[src/hw/rtl/ddsl_pkg.sv]
// Package for the two-channel duty slew limiter: word types, command codes,
// register indexes and duty limits shared by the lanes, merge and top level.
// No dependencies.
package ddsl_pkg;

    localparam int DUTY_FRAC_BITS = 14;
    localparam int FULL_DUTY      = 1 << DUTY_FRAC_BITS;
    localparam int MIN_DUTY       = FULL_DUTY / 10;
    localparam int MIN_STEP       = FULL_DUTY / 1000;

    localparam int DUTY_W = 16;
    localparam int REG_W  = 15;
    localparam int IDX_W  = 2;

    typedef enum logic [1:0] {
        CMD_TICK  = 2'd0,
        CMD_SET   = 2'd1,
        CMD_STOP  = 2'd2,
        CMD_BRAKE = 2'd3
    } cmd_t;

    localparam logic [IDX_W-1:0] REG_DUTY_CAP  = 2'd0;
    localparam logic [IDX_W-1:0] REG_RISE_STEP = 2'd1;
    localparam logic [IDX_W-1:0] REG_FALL_STEP = 2'd2;

    typedef struct packed {
        cmd_t                     cmd;
        logic signed [DUTY_W-1:0] req_left;
        logic signed [DUTY_W-1:0] req_right;
    } in_word_t;

    typedef struct packed {
        logic signed [DUTY_W-1:0] drive_m0;
        logic signed [DUTY_W-1:0] drive_m1;
        logic signed [DUTY_W-1:0] level_left;
        logic signed [DUTY_W-1:0] level_right;
        logic                     brake_now;
    } out_word_t;

    // Saturated limits handed from the register file to both lanes
    typedef struct packed {
        logic [REG_W-1:0] duty_cap;
        logic [REG_W-1:0] rise_step;
        logic [REG_W-1:0] fall_step;
    } limits_t;

endpackage

[src/hw/rtl/ddsl_lane.sv]
// One channel of the slew limiter: holds goal and level, clamps new goals
// and ramps the level on a tick. Depends on ddsl_pkg.
module ddsl_lane (
    input  logic                              clk,
    input  logic                              rst_n,
    input  logic                              accept,
    input  ddsl_pkg::cmd_t                    cmd,
    input  logic signed [ddsl_pkg::DUTY_W-1:0] target,
    input  ddsl_pkg::limits_t                 limits,
    output logic signed [ddsl_pkg::DUTY_W-1:0] level_next
);
    import ddsl_pkg::*;

    localparam int WIDE_W = DUTY_W + 2;

    logic signed [DUTY_W-1:0] goal_reg, goal_next;
    logic signed [DUTY_W-1:0] now_reg;
    logic signed [WIDE_W-1:0] now_w, goal_w, up_w, down_w, ramp_w;
    logic signed [DUTY_W:0]   tgt_w, max_w;
    logic signed [DUTY_W-1:0] clamped;

    // Clamp the requested goal to plus or minus the maximum duty
    always_comb
    begin
        tgt_w = {target[DUTY_W-1], target};
        max_w = {2'b00, limits.duty_cap};
        if (tgt_w > max_w)
            clamped = max_w[DUTY_W-1:0];
        else if (tgt_w < -max_w)
            clamped = DUTY_W'(-max_w);
        else
            clamped = target;
    end

    // Step toward the goal without passing it
    always_comb
    begin
        now_w  = WIDE_W'(now_reg);
        goal_w = WIDE_W'(goal_reg);
        up_w   = now_w + $signed({3'b000, limits.rise_step});
        down_w = now_w - $signed({3'b000, limits.fall_step});
        if (goal_w > now_w)
            ramp_w = (up_w < goal_w) ? up_w : goal_w;
        else if (goal_w < now_w)
            ramp_w = (down_w > goal_w) ? down_w : goal_w;
        else
            ramp_w = now_w;
    end

    // Select the next goal and level for this command
    always_comb
    begin
        goal_next  = goal_reg;
        level_next = now_reg;
        unique case (cmd)
            CMD_TICK:  level_next = ramp_w[DUTY_W-1:0];
            CMD_SET:   goal_next  = clamped;
            CMD_STOP:  goal_next  = '0;
            CMD_BRAKE:
            begin
                goal_next  = '0;
                level_next = '0;
            end
            default:   level_next = now_reg;
        endcase
    end

    // Hold the channel state, advance on an accepted word
    always_ff @(posedge clk or negedge rst_n)
    begin
        if (!rst_n)
        begin
            goal_reg <= '0;
            now_reg  <= '0;
        end
        else if (accept)
        begin
            goal_reg <= goal_next;
            now_reg  <= level_next;
        end
    end

endmodule

[src/hw/rtl/ddsl_merge.sv]
// Merge stage: builds the result word from both lanes and holds it in an
// output register with a skid entry. Depends on ddsl_pkg.
module ddsl_merge (
    input  logic                               clk,
    input  logic                               rst_n,
    input  logic                               push,
    input  ddsl_pkg::cmd_t                     cmd,
    input  logic signed [ddsl_pkg::DUTY_W-1:0] level_left,
    input  logic signed [ddsl_pkg::DUTY_W-1:0] level_right,
    output logic                               room,
    output logic                               out_valid,
    input  logic                               out_ready,
    output ddsl_pkg::out_word_t                out_data
);
    import ddsl_pkg::*;

    out_word_t word;
    out_word_t main_reg, skid_reg;
    logic      main_valid_reg, skid_valid_reg;
    logic      pop;

    // Combine the lane levels into one result word
    always_comb
    begin
        word.drive_m0    = level_left;
        word.drive_m1    = -level_right;
        word.level_left  = level_left;
        word.level_right = level_right;
        word.brake_now   = (cmd == CMD_BRAKE);
    end

    assign pop       = main_valid_reg && out_ready;
    assign room      = !skid_valid_reg;
    assign out_valid = main_valid_reg;
    assign out_data  = main_reg;

    // Control: main register feeds the port, skid catches a word on stall
    always_ff @(posedge clk or negedge rst_n)
    begin
        if (!rst_n)
        begin
            main_valid_reg <= 1'b0;
            skid_valid_reg <= 1'b0;
        end
        else if (push)
        begin
            if (!main_valid_reg || pop)
                main_valid_reg <= 1'b1;
            else
                skid_valid_reg <= 1'b1;
        end
        else if (pop)
        begin
            if (skid_valid_reg)
                skid_valid_reg <= 1'b0;
            else
                main_valid_reg <= 1'b0;
        end
    end

    // Payload
    always_ff @(posedge clk)
    begin
        if (push)
        begin
            if (!main_valid_reg || pop)
                main_reg <= word;
            else
                skid_reg <= word;
        end
        else if (pop && skid_valid_reg)
        begin
            main_reg <= skid_reg;
        end
    end

endmodule

[src/hw/rtl/dual_duty_slew_limiter_core.sv]
// Two-channel duty slew limiter: register file, two lanes, merge stage.
// Results are registered in the merge stage; lanes update on accept.
// Throughput: one word per cycle while the skid entry is free.
// A skid entry lets one more word in while a result is stalled.
// Reset (rst_n low, asynchronous): goals and levels zero, registers at
// duty cap 16384, rise and fall steps 164, output empty.
module dual_duty_slew_limiter_core (
    input  logic                              clk,
    input  logic                              rst_n,
    input  logic                              in_valid,
    output logic                              in_ready,
    input  ddsl_pkg::in_word_t                in_data,
    output logic                              out_valid,
    input  logic                              out_ready,
    output ddsl_pkg::out_word_t               out_data,
    input  logic                              cfg_we,
    input  logic [ddsl_pkg::IDX_W-1:0]        cfg_index,
    input  logic [ddsl_pkg::REG_W-1:0]        cfg_data
);
    import ddsl_pkg::*;

    logic [REG_W-1:0]         duty_cap_reg, rise_step_reg, fall_step_reg;
    limits_t                  limits;
    logic                     accept;
    logic                     room;
    logic signed [DUTY_W-1:0] level_left, level_right;

    // Register file writes
    always_ff @(posedge clk or negedge rst_n)
    begin
        if (!rst_n)
        begin
            duty_cap_reg  <= REG_W'(FULL_DUTY);
            rise_step_reg <= REG_W'(164);
            fall_step_reg <= REG_W'(164);
        end
        else if (cfg_we)
        begin
            unique case (cfg_index)
                REG_DUTY_CAP:  duty_cap_reg  <= cfg_data;
                REG_RISE_STEP: rise_step_reg <= cfg_data;
                REG_FALL_STEP: fall_step_reg <= cfg_data;
                default:       ;
            endcase
        end
    end

    // Saturate the registers to their usable ranges
    always_comb
    begin
        if (duty_cap_reg < REG_W'(MIN_DUTY))
            limits.duty_cap = REG_W'(MIN_DUTY);
        else if (duty_cap_reg > REG_W'(FULL_DUTY))
            limits.duty_cap = REG_W'(FULL_DUTY);
        else
            limits.duty_cap = duty_cap_reg;
        limits.rise_step = (rise_step_reg < REG_W'(MIN_STEP)) ? REG_W'(MIN_STEP)
                                                              : rise_step_reg;
        limits.fall_step = (fall_step_reg < REG_W'(MIN_STEP)) ? REG_W'(MIN_STEP)
                                                              : fall_step_reg;
    end

    assign in_ready = room;
    assign accept   = in_valid && room;

    ddsl_lane u_lane_left (
        .clk        (clk),
        .rst_n      (rst_n),
        .accept     (accept),
        .cmd        (in_data.cmd),
        .target     (in_data.req_left),
        .limits     (limits),
        .level_next (level_left)
    );

    ddsl_lane u_lane_right (
        .clk        (clk),
        .rst_n      (rst_n),
        .accept     (accept),
        .cmd        (in_data.cmd),
        .target     (in_data.req_right),
        .limits     (limits),
        .level_next (level_right)
    );

    ddsl_merge u_merge (
        .clk         (clk),
        .rst_n       (rst_n),
        .push        (accept),
        .cmd         (in_data.cmd),
        .level_left  (level_left),
        .level_right (level_right),
        .room        (room),
        .out_valid   (out_valid),
        .out_ready   (out_ready),
        .out_data    (out_data)
    );

endmodule
[config.mk]
export PLATFORM = sky130hd
export DESIGN_NAME = dual_duty_slew_limiter_core
export DESIGN_NICKNAME = d
export VERILOG_FILES = /design/src/hw/rtl/ddsl_pkg.sv /design/src/hw/rtl/ddsl_lane.sv /design/src/hw/rtl/ddsl_merge.sv /design/src/hw/rtl/dual_duty_slew_limiter_core.sv
export SDC_FILE = /design/constraint.sdc
export NUM_CORES = 1
export LEC_CHECK = 0
export BUFFER_PORTS_ARGS = -buffer_cell sky130_fd_sc_hd__buf_4
export CAP_MARGIN = 5
export CORE_AREA = 5 5 279 172
export CTS_CLUSTER_DIAMETER = 120
export CTS_CLUSTER_SIZE = 24
export DETAILED_ROUTE_END_ITERATION = 6
export DIE_AREA = 0 0 284 177
export MAX_ROUTING_LAYER = met4
export PLACE_DENSITY = 0.62
export REMOVE_ABC_BUFFERS = 1
export SYNTH_ARGS = -nofsm -noshare
export SYNTH_HDL_FRONTEND = slang
export SYNTH_HIERARCHICAL = 1
export SYNTH_SLANG_ARGS = --single-unit
[constraint.sdc]
create_clock -name clk -period 6.4 [get_ports clk]
set_input_delay 1.28 -clock clk [delete_from_list [all_inputs] [get_ports clk]]
set_output_delay 1.28 -clock clk [all_outputs]
set_load 0.05 [all_outputs]
==> qor.yml, run 1 <==
root_buffer: "clkbuf_16"
avgSynthCellArea_um2: 9.356
row_count: 61
lastStage: "detailed routing"
synth_warnings: 6
dp_hpwl_um: 55060
htree_levels: 1
antenna_found_initial: 2
yosysSeqAreaShare_pct: 30.40
syn_inst: 1993
grt_use_total_pct: 26.67
synth_area_um2: 18650
first-error: "[ERROR DRT-0255] Maze Route cannot find path of net clk in worker of routeBox ( 241500 0 ) ( 284000 48300 )."
grt_pass1_vias: 15966
numCtsBuffers: 12
synth_edf_count: 96
cts_sinks: 207
dpl.cell_count: 2776
status: "aborted with a tool error"
ys.flop_type: "dfrtp_1"
clock_path_buffers: 3
die_width_um: 284
postSynth.asyncResetShare_pct: 53.62
grt_max_degree: 62
synth_area_leaders: "edfxtp_1, ha_1, dfrtp_1"
gp_congestion: 1.054
ys_ff_latch: 207
ios: 123
die_y_um: 177
yosys.area.top_type: "edfxtp_1"
grt_pass1_wl_um: 100500
gr-total-overflow: 0
start_util_pct: 41.06
synth.top_cell.area_share_pct: 15.46
worst_endpoint_kind: "register input"
synth_cell_types: 105
portBuffers: 122
hold_buffers: 0
repair-timing-grt-worst-ep: "u_merge/out_data[46]$_DFFE_PP_/D"
## cell families after synthesis
group                    count (synthesis)  synth area share, %
AO/OA/AOI/OAI                          575                21.70
AND/OR/NAND/NOR                        472                13.51
buffers and inverters                  289                6.603
adder cells (fa/ha/maj)                233                15.80
flip-flops                             207                30.40
multiplexers                           135                8.133
XOR/XNOR                                82                3.852
## cells in the mapped netlist, drive strengths merged, types with 12 or more instances
library cell,n
inv,185
and2,23
a21oi,130
a31oi,18
nor2b,23
nor2,105
a2111oi,13
a32o,17
edfxtp,96
clkbuf,59
o22ai,20
a21o,33
and3,14
a221o,19
or4,12
nor3,48
xor2,13
xnor2,69
o221ai,14
o21a,23
mux2,120
buf,40
a211oi,29
dfrtp,104
nand3,44
o21ai,101
o211ai,34
mux2i,15
nor4,24
ha,229
nand2b,20
nand2,99
nand4,26
## per-layer routing
metal,global-route usage (%)
met1,42.32
met2,32.13
met3,9.459
met4,3.178
met5,-
## timing repair
action	CTS	global route
gates cloned	0	1
resized for setup	30	102
setup endpoints to repair	27	48
pin swaps	8	51
setup buffers	6	26
endpoints found under the hold margin	0	0
## metrics by stage
step | area [um^2] | setup TNS (ps) | setup slack (ps) | util [%]
floorplan | 18120 | -9464 | -663.1 | -
global placement | 21040 | -6284 | -488.8 | 46.32
detailed placement | 21040 | -9359 | -644.1 | 46.32
CTS | 21560 | 0 | 4.003 | 47.48
global route | 22270 | -1025 | -169.6 | 49.03
==> run 2: changes to the inputs <==
CORE_AREA = 5 5 269 271   (was 5 5 279 172)
CTS_CLUSTER_DIAMETER = default   (was 120)
CTS_CLUSTER_SIZE = default   (was 24)
DIE_AREA = 0 0 274 276   (was 0 0 284 177)
MAX_ROUTING_LAYER = default   (was met4)
PLACE_DENSITY = default   (was 0.62)
PLACE_DENSITY_LB_ADDON = 0.15   (was default)
clock period = 8.32 ns   (was 6.4 ns; I/O delays follow)
==> run 2 against run 1 <==
Net effect:
- the flow now finishes without violations
- global-route usage decreased by 9.5 points
- synthesized area unchanged
- synthesized cell count unchanged
==> qor.yml, run 2 <==
status: "finished clean"
power.clock.fraction_pct: 13.3
yosysSeqAreaShare_pct: 30.40
cap_violations: 0
synth_cell_types: 105
critPathArrivalTime_ps: 7700
routedWlPerCell_um: 22.17
cp-start-kind: "flip-flop"
postSynth.asyncResetShare_pct: 53.62
ys.flop_type: "dfrtp_1"
root_buffer: "clkbuf_16"
syn_to_final_growth_pct: 14.53
slew-limit-headroom_pct: 20.33
start_util_pct: 26.81
ys_ff_latch: 207
cts_resized: 0
crit_path_end_kind: "flip-flop"
clock_path_buffers: 3
htree_levels: 1
critPathKind: "reg -> reg"
gp_congestion: 0.9022
grt_pass1_wl_um: 101200
cts_tree: "built"
die_y_um: 276
via_count: 16013
grt_use_total_pct: 17.13
synth.top_cell.area_share_pct: 15.46
ios: 123
p_leak_nw: 9.057
dp_hpwl_um: 53400
max_freq_ghz: 0.1357
core-area_um2: 69540
switching_share_pct: 51.33
p_total_mw: 9.450
grt_use_met3_pct: 1.994
setup_viol: 0
irDropWorstVdd_uv: 181.9
die_width_um: 274
p_int_mw: 4.599
p_per_area_nw_per_um2: 442.5
yosys.area.top_type: "edfxtp_1"
hold_viol_final: 0
grt_pass1_vias: 16022
fillers: 7240
insertion_delay_ps: 590
drive_gt1_share_pct: 17.91
ys_top_cells_by_count: "ha_1, inv_1, a21oi_1, mux2_2"
final_cell_mix: "ha_1, inv_1, buf_4"
p_seq_share_pct: 20.1
r2r_cells: 24
pwr-share-comb_pct: 66.6
synth_edf_count: 96
hold_buffers: 0
clk_pin_slew_worst_paths_ps: 60
tightest_slew_ps: 1190
drt_first_iter_violations: 1304
p_switching_mw: 4.851
cts_sinks: 207
antenna_found_initial: 1
syn_inst: 1993
fin_tns_setup_ps: 0
drc_errors: 0
fin_crit_sh_pct: 88.56
report.final.slew_viol_count: 0
avgSynthCellArea_um2: 9.356
portBuffers: 122
dr.pass1.iters: 6
grt_busiest_layer: "met2"
row_count: 97
post-cts-setup-buffers: 0
viasPerCell: 5.285
fin_skew_ps: 33.05
finalCriticalPeriod_ps: 7368
numCtsBuffers: 28
final_antenna_net_count: 0
synth_warnings: 6
hold_class: "reg -> reg"
dieArea_um2: 75620
place_area_um2: 20390
layout_commonest_cell: "ha_1"
synth.most_common_cell: "ha_1"
stdcell_area_um2: 21360
grt_max_degree: 74
grt_use_met1_pct: 24.82
path_max_fanout: 17
final_net_count: 2355
critPathRequiredTime_ps: 8650
wl_um: 67190
grt_setup_unrepaired: "false"
gr-total-overflow: 0
synth_area_leaders: "edfxtp_1, ha_1, dfrtp_1"
grt_util_met2_pct: 27.32
synth_area_um2: 18650
hold_path_depth: 1
[run 2: cell counts after synthesis]
No cell type changed its count.
[run 2: critical path, cell delays in order (launching register included)]
cell       delay [ps]
dfrtp_1           420
nor4_1            350
nand3_1           190
and2_1            280
inv_1              80
ha_1              120
nor2b_1           160
o2111ai_1         180
and2_1            270
a2111oi_0         660
o41ai_1           170
xnor2_1           200
ha_1              350
nand3_1           130
nor4_1            300
nand3_1           100
o21ai_1           270
or2_2             460
mux2_2            390
a21oi_1           180
o21ai_0           310
or4_1             780
nor4_2            360
xnor2_1           120
mux2_4            260
[run 2: cell families after synthesis]
family	share of synthesized area [%]
buffers and inverters	6.603
adder cells (fa/ha/maj)	15.80
multiplexers	8.133
AND/OR/NAND/NOR	13.51
XOR/XNOR	3.852
flip-flops	30.40
AO/OA/AOI/OAI	21.70
[run 2: cell type report]
cell class                 instances  area [um^2]  share of cell area [%]
multi-input combinational       1497        11770                   55.09
sequential                       207         5669                   26.55
tap                              940         1176                   5.507
timing repair buffer             143         1074                   5.027
clock buffer                      36        782.0                   3.662
inverter                         189        709.4                   3.322
clock inverter                    16        175.2                  0.8202
antenna                            2        5.005                 0.02344
[run 2: worst paths after layout]
check / slack, ps / endpoint / from
hold / removal: 540 / fall_step_reg[4] / fall_step_reg[4]
min in group asynchronous: 1110 / u_lane_left/goal_reg[11] / rst_n
setup / recovery: 950 / u_merge/out_data[46] / fall_step_reg[13]
hold reg to reg: 540 / fall_step_reg[4] / fall_step_reg[4]
setup reg to reg: 950 / u_merge/out_data[46] / fall_step_reg[13]
max in group asynchronous: 5760 / rise_step_reg[6] / rst_n
[run 2: power by group through the flow]
stage / combinational, mW / clock [mW] / sequential, mW
detailed placement: 6.22 / 0 / 1.91
finish: 6.29 / 1.26 / 1.90
global placement: 6.18 / 0 / 1.91
global route: 6.93 / 1.34 / 1.93
floorplan: 4.07 / 0 / 2.10
CTS: 6.27 / 1.30 / 1.89
[run 2: through the flow]
| step | instances | worst slack, ps | hold WS, ps | utilization (%) |
|---|---|---|---|---|
| floorplan | 1893 | 1257 | 470.6 | - |
| global placement | 2976 | 1140 | 514.6 | 29.32 |
| detailed placement | 2976 | 1020 | 524.0 | 29.32 |
| CTS | 3028 | 971.2 | 538.3 | 30.70 |
| global route | 3028 | 377.2 | 558.7 | 30.70 |
| finish | 3030 | 951.6 | 538.8 | 30.71 |
[run 2: routing by layer]
metal / up-vias / part of all wire (%)
met4: 0 / 2.4
met3: 82 / 5.5
met2: 476 / 44
met5: - / 0
met1: 7809 / 48
li1: 7646 / -
No activity file was read; power rests on OpenSTA's default activity.
==> run 3: changes to the inputs <==
GPL_TIMING_DRIVEN = 0   (was default)
clock period = 9.3 ns   (was 8.32 ns; I/O delays follow)
==> run 3 against run 2 <==
Net effect:
- combinational power shrank 11%
- worst hold slack got worse by 34 ps
- first-iteration DRC count shrank 5.2%
- wire length decreased by 5.6%
- critical path type unchanged
- largest power group unchanged
==> qor.yml, run 3 (synthesis gave the netlist of run 2 again) <==
status: "finished clean"
hold_buffers: 0
grt_use_total_pct: 16.18
die_y_um: 276
tightest_slew_ps: 1396
p_per_area_nw_per_um2: 388.1
hold_class: "reg -> reg"
row_count: 97
start_util_pct: 26.81
place_area_um2: 20360
grt_setup_unrepaired: "false"
clock_path_buffers: 3
critPathKind: "reg -> reg"
slew-limit-headroom_pct: 6.726
path_max_fanout: 17
max_freq_ghz: 0.1248
crit_path_end_kind: "flip-flop"
cts_sinks: 207
hold_viol_final: 0
insertion_delay_ps: 560
setup_viol: 0
viasPerCell: 5.203
cap_violations: 0
finalCriticalPeriod_ps: 8014
crit_family: "compound AO/OA/AOI/OAI gates"
dr.pass1.iters: 6
stdcell_area_um2: 21240
ios: 123
via_count: 15666
drc_errors: 0
critPathRequiredTime_ps: 9610
numCtsBuffers: 26
post-cts-setup-buffers: 0
max_stage_delay_ps: 810
final_antenna_net_count: 0
fin_skew_ps: 9.544
p_leak_nw: 8.977
core-area_um2: 69540
cp-start-kind: "flip-flop"
p_total_mw: 8.242
wl_um: 63430
critPathBufInv: 2
dp_hpwl_um: 51460
antenna_found_initial: 2
fillers: 7227
gr-total-overflow: 0
rrSetupSlack_ps: 1290
report.final.slew_viol_count: 0
clk_pin_slew_worst_paths_ps: 60
cts_tree: "built"
fin_util_pct: 30.54
grt_pass1_vias: 15644
grt_max_degree: 91
final_cell_mix: "ha_1, inv_1, a21oi_1"
syn_to_final_growth_pct: 13.90
layout_commonest_cell: "ha_1"
routedWlPerCell_um: 21.07
crit_slowest_cell: "or4_1"
final_net_count: 2340
die_width_um: 274
fin_tns_setup_ps: 0
cts_resized: 0
htree_levels: 1
dieArea_um2: 75620
portBuffers: 122
fin_crit_sh_pct: 86.17
drt_first_iter_violations: 1236
grt_pass1_wl_um: 96520
gp_congestion: 0.8939
root_buffer: "clkbuf_16"
drive_gt1_share_pct: 17.54
critPathArrivalTime_ps: 8320
irDropWorstVdd_uv: 166.5
-- run 3: cell count changes in the layout (fill, tap and decap cells not counted), sizes merged, moves of 2 or more --
cell and change:
clkinv +2, clkbuf -2, buf -14, bufinv -2
-- run 3: report_power, final --
part / leakage, nW / internal, mW / switching [mW]
clock: 0.418 / 0.582 / 0.425
combinational: 6.27 / 2.11 / 3.48
sequential: 2.29 / 1.33 / 0.320
-- run 3: stage by stage --
stage / hold slack [ps] / setup slack, ps / cells
2_1_floorplan: 470.6 / 2237 / 1893
3_3_place_gp: 479.0 / 468.3 / 2955
3_5_place_dp: 487.0 / 1399 / 2960
4_1_cts: 501.8 / 1306 / 3007
5_1_grt: 519.7 / 682.8 / 3010
6_report: 504.4 / 1286 / 3011
-- run 3: layer usage --
metal,up-vias,GRT usage [%],share of wire [%]
met5,-,0,0.043
met2,417,25.79,44
li1,7621,-,-
met3,92,2.211,5.1
met1,7532,22.86,48
met4,4,4.708,2.9
-- run 3: layout make-up --
class,instances,area [um^2],share of cell area [%]
repair buffers,130,1054,4.961
diodes,1,2.502,0.01178
clock inverters,14,115.1,0.5420
inverters,189,709.4,3.340
well taps,940,1176,5.538
multi-input cells,1497,11780,55.48
clock buffers,33,728.2,3.429
flip-flops and latches,207,5669,26.69
-- run 3: path summary, 6_finish.rpt --
check / startpoint / end / depth (start not counted)
min: rise_step_reg[3] / rise_step_reg[3] / 1
min in group asynchronous: rst_n / u_lane_left/now_reg[5] / 1
max in group asynchronous: rst_n / u_lane_right/now_reg[3] / 2
min reg2reg: rise_step_reg[3] / rise_step_reg[3] / 1
max reg2reg: rise_step_reg[13] / u_merge/out_data[48] / 26
max: rise_step_reg[13] / u_merge/out_data[48] / 26
